File: config.mk
export PLATFORM = sky130hd
export DESIGN_NAME = btc_ctrl
export DESIGN_NICKNAME = d
export VERILOG_FILES = /design/src/rtl/barometer_trim_compensation_unit_defines.svh /design/src/rtl/btc_pkg.sv /design/src/rtl/btc_ctrl.sv
export SDC_FILE = /design/constraint.sdc
export NUM_CORES = 1
export LEC_CHECK = 0
export BUFFER_PORTS_ARGS = -buffer_cell sky130_fd_sc_hd__buf_4
export CAP_MARGIN = 0
export CORE_AREA = 2 2 55 83
export DETAILED_ROUTE_END_ITERATION = 10
export DIE_AREA = 0 0 57 85
export GPL_ROUTABILITY_DRIVEN = 0
export GPL_TIMING_DRIVEN = 0
export MAX_ROUTING_LAYER = met4
export PLACE_DENSITY_LB_ADDON = 0.05
export SYNTH_ARGS = -nofsm -noshare
export SYNTH_HDL_FRONTEND = slang
export SYNTH_SLANG_ARGS = --single-unit
File: constraint.sdc
create_clock -name i_clk -period 5.6 [get_ports i_clk]
set_input_delay 1.12 -clock i_clk [delete_from_list [all_inputs] [get_ports i_clk]]
set_output_delay 1.12 -clock i_clk [all_outputs]
set_load 0.05 [all_outputs]
File: src/rtl/barometer_trim_compensation_unit_defines.svh
// assertion macros for the barometer trim compensation unit
// used by the top level only, expects i_clk and i_rst_n in scope
`ifndef BAROMETER_TRIM_COMPENSATION_UNIT_DEFINES_SVH
`define BAROMETER_TRIM_COMPENSATION_UNIT_DEFINES_SVH

// condition holds in the same cycle
`define BTC_ASSERT_NOW(label, ante, cons) \
    label: assert property (@(posedge i_clk) disable iff (!i_rst_n) (ante) |-> (cons)) \
        else $error("btc: same-cycle check failed");

// condition holds in the following cycle
`define BTC_ASSERT_NEXT(label, ante, cons) \
    label: assert property (@(posedge i_clk) disable iff (!i_rst_n) (ante) |=> (cons)) \
        else $error("btc: next-cycle check failed");

`endif

File: src/rtl/btc_pkg.sv
// shared types, op codes and micro program for the trim compensation unit
// no dependencies
package btc_pkg;

    localparam int unsigned DataW  = 64;
    localparam int unsigned RawW   = 20;
    localparam int unsigned OutW   = 32;
    localparam int unsigned CfgIdxW = 2;
    localparam int unsigned PcW    = 6;

    // register indexes
    localparam logic [CfgIdxW-1:0] CFG_TEMP_TRIM  = 2'd0;
    localparam logic [CfgIdxW-1:0] CFG_PRESS_LOW  = 2'd1;
    localparam logic [CfgIdxW-1:0] CFG_PRESS_MID  = 2'd2;
    localparam logic [CfgIdxW-1:0] CFG_PRESS_HIGH = 2'd3;

    // datapath operations
    localparam logic [3:0] OP_ADD  = 4'd0;
    localparam logic [3:0] OP_SUB  = 4'd1;
    localparam logic [3:0] OP_SHL  = 4'd2;
    localparam logic [3:0] OP_ASR  = 4'd3;
    localparam logic [3:0] OP_SX32 = 4'd4;
    localparam logic [3:0] OP_MUL  = 4'd5;
    localparam logic [3:0] OP_DIV  = 4'd6;
    localparam logic [3:0] OP_SETF = 4'd7;
    localparam logic [3:0] OP_CHKZ = 4'd8;
    localparam logic [3:0] OP_END  = 4'd9;

    // operand sources
    localparam logic [4:0] S_R0 = 5'd0;
    localparam logic [4:0] S_R1 = 5'd1;
    localparam logic [4:0] S_R2 = 5'd2;
    localparam logic [4:0] S_R3 = 5'd3;
    localparam logic [4:0] S_R4 = 5'd4;
    localparam logic [4:0] S_R5 = 5'd5;
    localparam logic [4:0] S_ADC = 5'd6;
    localparam logic [4:0] S_FINE = 5'd7;
    localparam logic [4:0] S_T1 = 5'd8;
    localparam logic [4:0] S_T2 = 5'd9;
    localparam logic [4:0] S_T3 = 5'd10;
    localparam logic [4:0] S_P1 = 5'd11;
    localparam logic [4:0] S_P2 = 5'd12;
    localparam logic [4:0] S_P3 = 5'd13;
    localparam logic [4:0] S_P4 = 5'd14;
    localparam logic [4:0] S_P5 = 5'd15;
    localparam logic [4:0] S_P6 = 5'd16;
    localparam logic [4:0] S_P7 = 5'd17;
    localparam logic [4:0] S_P8 = 5'd18;
    localparam logic [4:0] S_P9 = 5'd19;
    localparam logic [4:0] S_C128000 = 5'd20;
    localparam logic [4:0] S_C1048576 = 5'd21;
    localparam logic [4:0] S_C3125 = 5'd22;
    localparam logic [4:0] S_C128 = 5'd23;
    localparam logic [4:0] S_C5 = 5'd24;
    localparam logic [4:0] S_ONE = 5'd25;

    localparam logic [2:0] D_R0 = 3'd0;
    localparam logic [2:0] D_R1 = 3'd1;
    localparam logic [2:0] D_R2 = 3'd2;
    localparam logic [2:0] D_R3 = 3'd3;
    localparam logic [2:0] D_R4 = 3'd4;
    localparam logic [2:0] D_R5 = 3'd5;

    localparam logic [PcW-1:0] PC_TEMP  = 6'd0;
    localparam logic [PcW-1:0] PC_PRESS = 6'd24;

    typedef struct packed {
        logic [3:0] op;
        logic [2:0] dst;
        logic [4:0] sa;
        logic [4:0] sb;
        logic [5:0] imm;
    } t_uop;

    typedef struct packed {
        logic accept;
        logic start;
        t_uop uop;
    } t_dp_cmd;

    typedef struct packed {
        logic done;
        logic zero;
        logic out_full;
    } t_dp_status;

    function automatic t_uop f_u(logic [3:0] op, logic [2:0] dst, logic [4:0] sa,
                                 logic [4:0] sb, logic [5:0] imm);
        t_uop u;
        u.op = op;
        u.dst = dst;
        u.sa = sa;
        u.sb = sb;
        u.imm = imm;
        return u;
    endfunction

    // micro program: temperature from PC_TEMP, pressure from PC_PRESS
    function automatic t_uop f_rom(logic [PcW-1:0] pc);
        t_uop u;
        case (pc)
            6'd0:  u = f_u(OP_ASR, D_R0, S_ADC, S_R0, 6'd3);
            6'd1:  u = f_u(OP_SHL, D_R1, S_T1, S_R0, 6'd1);
            6'd2:  u = f_u(OP_SUB, D_R0, S_R0, S_R1, 6'd0);
            6'd3:  u = f_u(OP_ASR, D_R1, S_ADC, S_R0, 6'd4);
            6'd4:  u = f_u(OP_SUB, D_R1, S_R1, S_T1, 6'd0);
            6'd5:  u = f_u(OP_MUL, D_R0, S_R0, S_T2, 6'd0);
            6'd6:  u = f_u(OP_SX32, D_R0, S_R0, S_R0, 6'd0);
            6'd7:  u = f_u(OP_ASR, D_R0, S_R0, S_R0, 6'd11);
            6'd8:  u = f_u(OP_MUL, D_R1, S_R1, S_R1, 6'd0);
            6'd9:  u = f_u(OP_SX32, D_R1, S_R1, S_R0, 6'd0);
            6'd10: u = f_u(OP_ASR, D_R1, S_R1, S_R0, 6'd12);
            6'd11: u = f_u(OP_MUL, D_R1, S_R1, S_T3, 6'd0);
            6'd12: u = f_u(OP_SX32, D_R1, S_R1, S_R0, 6'd0);
            6'd13: u = f_u(OP_ASR, D_R1, S_R1, S_R0, 6'd14);
            6'd14: u = f_u(OP_ADD, D_R0, S_R0, S_R1, 6'd0);
            6'd15: u = f_u(OP_SX32, D_R0, S_R0, S_R0, 6'd0);
            6'd16: u = f_u(OP_SETF, D_R0, S_R0, S_R0, 6'd0);
            6'd17: u = f_u(OP_MUL, D_R1, S_R0, S_C5, 6'd0);
            6'd18: u = f_u(OP_ADD, D_R1, S_R1, S_C128, 6'd0);
            6'd19: u = f_u(OP_SX32, D_R1, S_R1, S_R0, 6'd0);
            6'd20: u = f_u(OP_ASR, D_R1, S_R1, S_R0, 6'd8);
            6'd21: u = f_u(OP_END, D_R0, S_R0, S_R0, 6'd0);
            6'd24: u = f_u(OP_SUB, D_R0, S_FINE, S_C128000, 6'd0);
            6'd25: u = f_u(OP_MUL, D_R1, S_R0, S_R0, 6'd0);
            6'd26: u = f_u(OP_MUL, D_R2, S_R1, S_P6, 6'd0);
            6'd27: u = f_u(OP_MUL, D_R3, S_R0, S_P5, 6'd0);
            6'd28: u = f_u(OP_SHL, D_R3, S_R3, S_R0, 6'd17);
            6'd29: u = f_u(OP_ADD, D_R2, S_R2, S_R3, 6'd0);
            6'd30: u = f_u(OP_SHL, D_R3, S_P4, S_R0, 6'd35);
            6'd31: u = f_u(OP_ADD, D_R2, S_R2, S_R3, 6'd0);
            6'd32: u = f_u(OP_MUL, D_R1, S_R1, S_P3, 6'd0);
            6'd33: u = f_u(OP_ASR, D_R1, S_R1, S_R0, 6'd8);
            6'd34: u = f_u(OP_MUL, D_R3, S_R0, S_P2, 6'd0);
            6'd35: u = f_u(OP_SHL, D_R3, S_R3, S_R0, 6'd12);
            6'd36: u = f_u(OP_ADD, D_R1, S_R1, S_R3, 6'd0);
            6'd37: u = f_u(OP_SHL, D_R3, S_ONE, S_R0, 6'd47);
            6'd38: u = f_u(OP_ADD, D_R1, S_R3, S_R1, 6'd0);
            6'd39: u = f_u(OP_MUL, D_R1, S_R1, S_P1, 6'd0);
            6'd40: u = f_u(OP_ASR, D_R1, S_R1, S_R0, 6'd33);
            6'd41: u = f_u(OP_CHKZ, D_R0, S_R1, S_R0, 6'd0);
            6'd42: u = f_u(OP_SUB, D_R0, S_C1048576, S_ADC, 6'd0);
            6'd43: u = f_u(OP_SHL, D_R0, S_R0, S_R0, 6'd31);
            6'd44: u = f_u(OP_SUB, D_R0, S_R0, S_R2, 6'd0);
            6'd45: u = f_u(OP_MUL, D_R0, S_R0, S_C3125, 6'd0);
            6'd46: u = f_u(OP_DIV, D_R0, S_R0, S_R1, 6'd0);
            6'd47: u = f_u(OP_ASR, D_R3, S_R0, S_R0, 6'd13);
            6'd48: u = f_u(OP_MUL, D_R4, S_P9, S_R3, 6'd0);
            6'd49: u = f_u(OP_MUL, D_R4, S_R4, S_R3, 6'd0);
            6'd50: u = f_u(OP_ASR, D_R4, S_R4, S_R0, 6'd25);
            6'd51: u = f_u(OP_MUL, D_R5, S_P8, S_R0, 6'd0);
            6'd52: u = f_u(OP_ASR, D_R5, S_R5, S_R0, 6'd19);
            6'd53: u = f_u(OP_ADD, D_R0, S_R0, S_R4, 6'd0);
            6'd54: u = f_u(OP_ADD, D_R0, S_R0, S_R5, 6'd0);
            6'd55: u = f_u(OP_ASR, D_R0, S_R0, S_R0, 6'd8);
            6'd56: u = f_u(OP_SHL, D_R3, S_P7, S_R0, 6'd4);
            6'd57: u = f_u(OP_ADD, D_R0, S_R0, S_R3, 6'd0);
            6'd58: u = f_u(OP_END, D_R0, S_R0, S_R0, 6'd0);
            default: u = f_u(OP_END, D_R0, S_R0, S_R0, 6'd0);
        endcase
        return u;
    endfunction

endpackage

File: src/rtl/btc_ctrl.sv
// sequencer: steps through the micro program and issues datapath commands
// depends on btc_pkg
module btc_ctrl (
    input  logic                i_clk,
    input  logic                i_rst_n,
    input  logic                i_in_valid,
    input  logic                i_in_kind,
    output logic                o_in_ready,
    input  btc_pkg::t_dp_status i_status,
    output btc_pkg::t_dp_cmd    o_cmd
);
    import btc_pkg::*;

    localparam logic [1:0] ST_IDLE  = 2'd0;
    localparam logic [1:0] ST_ISSUE = 2'd1;
    localparam logic [1:0] ST_WAIT  = 2'd2;

    logic [1:0]     r_state, n_state;
    logic [PcW-1:0] r_pc, n_pc;
    t_uop           w_uop;
    logic           w_emits;

    assign w_uop = f_rom(r_pc);
    assign w_emits = (w_uop.op == OP_END) || (w_uop.op == OP_CHKZ);

    always_comb begin
        n_state = r_state;
        n_pc = r_pc;
        o_in_ready = 1'b0;
        o_cmd.accept = 1'b0;
        o_cmd.start = 1'b0;
        o_cmd.uop = w_uop;
        case (r_state)
            ST_IDLE: begin
                o_in_ready = 1'b1;
                if (i_in_valid) begin
                    o_cmd.accept = 1'b1;
                    n_pc = i_in_kind ? PC_PRESS : PC_TEMP;
                    n_state = ST_ISSUE;
                end
            end
            ST_ISSUE: begin
                // result register must be free before anything is emitted
                if (!(w_emits && i_status.out_full)) begin
                    o_cmd.start = 1'b1;
                    n_state = ST_WAIT;
                end
            end
            ST_WAIT: begin
                if (i_status.done) begin
                    if (w_uop.op == OP_END ||
                        (w_uop.op == OP_CHKZ && i_status.zero)) begin
                        n_state = ST_IDLE;
                    end else begin
                        n_pc = r_pc + 1'b1;
                        n_state = ST_ISSUE;
                    end
                end
            end
            default: n_state = ST_IDLE;
        endcase
    end

    always_ff @(posedge i_clk) begin
        if (!i_rst_n) begin
            r_state <= ST_IDLE;
            r_pc <= '0;
        end else begin
            r_state <= n_state;
            r_pc <= n_pc;
        end
    end

endmodule

# Word-level counts from Yosys, hierarchy flattened
# Memory sizes are Yosys's and may differ from the RTL's. A register that Yosys moved wholly into a read port is not among the register bits.
# Index checks and enable logic that the tools add are counted.
word_totals:
  register_bits: 8
  mem_bits_ro: 1472
  inputBits: 7
  output_inout_bits: 26
  word_cells: 37
  mem_count: 1
memory_table:
  columns: ["name", "words", "word_bits", "read_ports", "rd_ports_with_merged_regs", "write_ports", "line", "source"]
  rows:
  - ["(name not given)", 64, 23, 1, 1, 0, "btc_pkg.sv:101", "case (pc)"]
classes:
  add_sub_neg: 1
  eq_ne: 8
  mux: 17
  reduce_logical: 8
op_table:
  columns: ["cell", "n"]
  rows:
  - ["$mux W6", 5]
  - ["$pmux W6 S2", 1]
  - ["$eq A4 B4 Y1 const B", 2]
  - ["$ne A2 B2 Y1 const B", 4]
  - ["$add A6 B1 Y6 const B", 1]
  - ["$mux W1", 6]
  - ["$mux W2", 3]
  - ["$pmux W2 S3", 1]
  - ["$mux W5", 1]
  - ["$reduce_and A4 Y1", 1]
  - ["$reduce_and A3 Y1", 1]
  - ["$eq A2 B1 Y1 const B", 1]
  - ["$eq A2 B2 Y1 const B", 1]
  - ["$logic_and A1 B1 Y1", 2]
  - ["$logic_not A2 Y1", 1]
  - ["$logic_or A1 B1 Y1", 2]
  - ["$reduce_bool A2 Y1", 1]

# Longest topological paths before layout
depth:
  ltp_word: 8
  depth_mapped: 13
  depth_no_buf: 11

# Least setup slack after synthesis
# No wires, ideal clock.
synth_timing:
  kind: "input port to flip-flop"
  startpoint: "input port i_status[1] in the netlist's numbering"
  endpoint: "register, netlist name w_uop[7]"
  setup_ps: 122
  arrival_ps: 3676
  t_required_ps: 5478
  path_slack_ps: 1802
  stages: 10
  path_buffers: 2
  path_cell_list: "o21a_1 -> a211oi_2 -> buf_2 -> xnor2_1 -> nor2_1 -> inv_1 -> ha_1 -> clkbuf_1 -> a211oi_1 -> o32a_1"
synth_between:
  elab_chain_cells: 6
synth_lines:
  columns: ["element", "line", "source"]
  rows:
  - ["from (decl)", "btc_ctrl.sv:9", "input btc_pkg::t_dp_status i_status,"]
  - ["$logic_and A1 B1 Y1", "btc_ctrl.sv:52", "(w_uop.op == OP_CHKZ && i_status.zero)) begin"]
  - ["$logic_or A1 B1 Y1", "btc_ctrl.sv:51", "if (w_uop.op == OP_END ||"]
  - ["$ne A2 B2 Y1 (no source line)", null, null]
  - ["$reduce_and A4 Y1 (no source line)", null, null]
  - ["$mux W6 (no source line) (2 in series)", null, null]
# Every way passes these cells.
# A chain may end at the register's enable or synchronous reset.

# Final worst setup path
layout_timing:
  startpoint: "input port i_status[1] in the netlist's numbering"
  endpoint: "register, netlist name w_uop[19]"
layout_between:
  elab_chain_cells: 6
layout_lines:
  columns: ["element", "line"]
  rows:
  - ["$logic_and A1 B1 Y1", "btc_ctrl.sv:52"]
  - ["$logic_or A1 B1 Y1", "btc_ctrl.sv:51"]
  - ["$ne A2 B2 Y1 (no source line)", null]
  - ["$reduce_and A4 Y1 (no source line)", null]
  - ["$mux W6 (no source line) (2 in series)", null]
# Every way passes these cells.

==> key figures <==
Clocking
  • Root buf cell: clkbuf_8
  • TritonCTS clock tree: yes
  • H-tree depth: 2
  • Hold bufs inserted after CTS: 0
  • Clock latency on the worst-skew pair: 300 ps
  • CTS clock-pin slew for the worst setup and hold paths: 60 ps
  • TritonCTS Buffers: 5
  • CTS sink count: 31
  • Clock Tree Buf Depth: 2
  • Post-CTS Setup Bufs: 0
  • Post-cts sizing count: 0

Die
  • Die width: 57 µm
  • Starting Density: 58.32%
  • Rows: 29
  • Num ports: 33
  • Die Area: 0.004845 mm²
  • Core area: around 0.0041 mm²
  • Die Height: 85 µm

Synth
  • Post-synthesis cell type count: 62
  • Xor and xnor area share after synthesis: 0.7261%
  • Sequential share of the synthesized area: 25.73%
  • Syn nets: between 300 and 400
  • Ys flop type: dfxtp_1
  • Adder-cell share of the synthesized area: 5.705%
  • Mux contribution to synthesized area: 3.994%
  • Synth Cell Area: 0.002412 mm²
  • Register bit count reported by yosys: 31
  • Asr flop ratio synth: 0%
  • Complex-gate fraction of the synthesized area: a little over a third
  • Post-Syn Instances: 322
  • Post-synth EDFFs: 0
  • Largest family of logic cells by synthesized area: compound AO/OA/AOI/OAI gates
  • Post-Syn Area per Cell: ~7.5 µm²
  • Synth Warn #: 0
  • Synth Area in Simple Gates: 20.49%

Run status
  • Outcome: finished, final reports clean

Drt
  • Drt drc: 0
  • DRT iter0 DRCs: 418
  • WL final: 8573 µm
  • Drt pass-1 iters: 7
  • Via count: 2932
  • Via density: 7.186
  • Routed Antenna Nets: 0
  • WL per Instance: 21.01 µm

Timing
  • RSZ-0062 raised after global routing: false
  • FMAX: 0.2100 GHz
  • Hold Fails Final Rpt: 0
  • Min Tclk post-route: 4762 ps
  • Worst-margin pin slew: 808.7 ps
  • Slew headroom: 45.89%
  • Final TNS setup: 0 ps
  • Final WS setup: about 840 ps
  • Worst Skew: 7.923 ps
  • Pins Over Slew Limit: 0
  • Final worst path period share: 85.04%
  • Setup violators final: 0

Cells and area
  • Inserted Diodes: 0
  • Area Overhead vs Synth: 16.65%
  • Filler cell count: between 300 and 400
  • Share of cells above drive strength 1: 18.23%
  • Reg area: between 600 and 700 µm²
  • Layout net count: ~380
  • Footprint of the multi-input gates: 0.001617 mm²
  • Most frequent cells in the layout: 34 x nor2_1, 33 x buf_4, 31 x dfxtp_1
  • Most common cell after layout, fill and taps aside: nor2_1

Setup path
  • Worst-path fanout max: 10
  • CP endpoint kind: flip-flop
  • R2R Path Start: r_state[1]$_SDFFE_PN0P_
  • Worst r2r path cells: 12
  • Crit path from: i_status[1]
  • Crit path to: w_uop[19]$_DFF_P_
  • Startpoint types: input port
  • R2R Setup Slk: approximately 1400 ps
  • CP required: 5780 ps
  • Worst setup path class: in2reg
  • FF-to-FF End: w_uop[19]$_DFF_P_
  • Arrival time at the worst endpoint: 4940 ps

Global route
  • Global route total overflow: 0
  • Global-route wire length before repair: about 14000 µm
  • Tot GR Track Use: between 30% and 40%
  • Initial antenna violation count: 0
  • Number of global-route vias before repair: 2865
  • Largest net degree at the start of global routing: 12

Pwr
  • Leak: 1.182 nW
  • Pwr/cell area: 247.4 mW/mm²
  • Peak supply drop: 0.2541 mV

Run
  • Max-cap violations: 0

Min path
  • Worst hold path type: reg2reg

Place
  • Worst Setup Slack post-DPL: slightly above 700 ps
  • DP HPWL: 6154 µm
  • Port Buffers: 32
## critical path, stage by stage
cell	delay (ps)
buf_4	110
o21a_1	200
a211oi_2	480
buf_2	310
xnor2_1	110
nor2_1	630
inv_1	320
ha_1	280
clkbuf_1	270
o21ai_0	370
o211ai_1	210
o211a_1	190
o311ai_1	330
## kinds of logic (layout without fill, tap and decap cells)
logic type	count (synthesis)	count (layout)
and+or+nand+nor	106	106
xor gates and xnor gates	2	2
DFF	31	31
muxes	9	9
buffers and inverters	42	82
AOI/OAI and AO/OA	121	121
adders and majority gates	11	11
## final cells by class
class / instances / area share, %
buffer: 28 / 4.358
clock buffer: 7 / 3.424
clock inverter: 1 / 0.2668
inverter: 14 / 1.867
multi-input combinational: 249 / 57.45
sequential: 31 / 22.05
tap: 46 / 2.045
timing repair buffer: 32 / 8.537
## registers in the layout, indices dropped and copies added, names as in the netlist
| signal | cells |
|---|---|
| r_pc | 6 |
| r_state | 2 |
| w_uop | 23 |
## stage by stage
step	area [µm²]	util (%)	hold slack (ps)	power (mW)	instances
final	2814	68.03	629.0	0.6962	408
after global routing	2814	68.03	666.6	0.7272	408
after CTS	2814	68.03	636.5	0.6879	408
after detailed placement	2710	65.52	625.5	0.4902	400
after global placement	2710	65.52	623.9	0.4884	400
after floorplan	2412	-	600.4	0.4209	322
## power breakdown
| part | leakage, nW | total (mW) | switching [mW] | internal (mW) |
|---|---|---|---|---|
| combinational | 0.877 | 0.247 | 0.173 | 0.0740 |
| clock | 0.0505 | 0.201 | 0.0896 | 0.112 |
| sequential | 0.254 | 0.248 | 0.00962 | 0.238 |
## synthesized netlist by cell type (3+ instances only)
cell       count  share of area (%)
nand2b_1       3               0.78
nor3_1         7                1.5
nand4_1        4                1.0
nor2_1        34                5.3
o22ai_1        4                1.0
a31oi_1        7                1.8
o32a_1         5                2.1
o31a_1         4                1.5
or3_1          3               0.78
mux2i_1        6                2.5
a21o_1         3               0.93
o311ai_1       3                1.1
o211ai_1       6                1.9
nand3_1       12                2.5
a311oi_1       3                1.1
buf_2         11                2.3
a21oi_1       23                4.8
inv_1          9                1.4
a211o_1        4                1.5
dfxtp_1       31                 26
nand2_1       29                4.5
inv_2          5               0.78
o21ai_1        7                1.5
ha_1          11                5.7
and3_1         4                1.0
o21ai_0       15                3.1
clkbuf_1      16                2.5
a2bb2oi_1      5                1.8
## per-layer routing
metal,wire (µm),up-vias,track usage [%]
li1,-,1277,-
met1,2884,1313,42.06
met2,4081,254,61.23
met3,940,88,8.384
met4,667,0,26.43
met5,0,-,-
## worst min path at each step
stage / start / cells past startpoint / to
finish: w_uop[21]$_DFF_P_ / 3 / r_state[0]$_SDFFE_PN0P_
global route: w_uop[21]$_DFF_P_ / 3 / r_state[0]$_SDFFE_PN0P_
CTS: w_uop[21]$_DFF_P_ / 3 / r_state[0]$_SDFFE_PN0P_
detailed placement: w_uop[21]$_DFF_P_ / 3 / r_state[0]$_SDFFE_PN0P_
global placement: w_uop[21]$_DFF_P_ / 3 / r_state[0]$_SDFFE_PN0P_
floorplan: r_pc[0]$_SDFFE_PN0N_ / 2 / r_pc[0]$_SDFFE_PN0N_
Note: power is estimated with default switching activity, not from simulation.
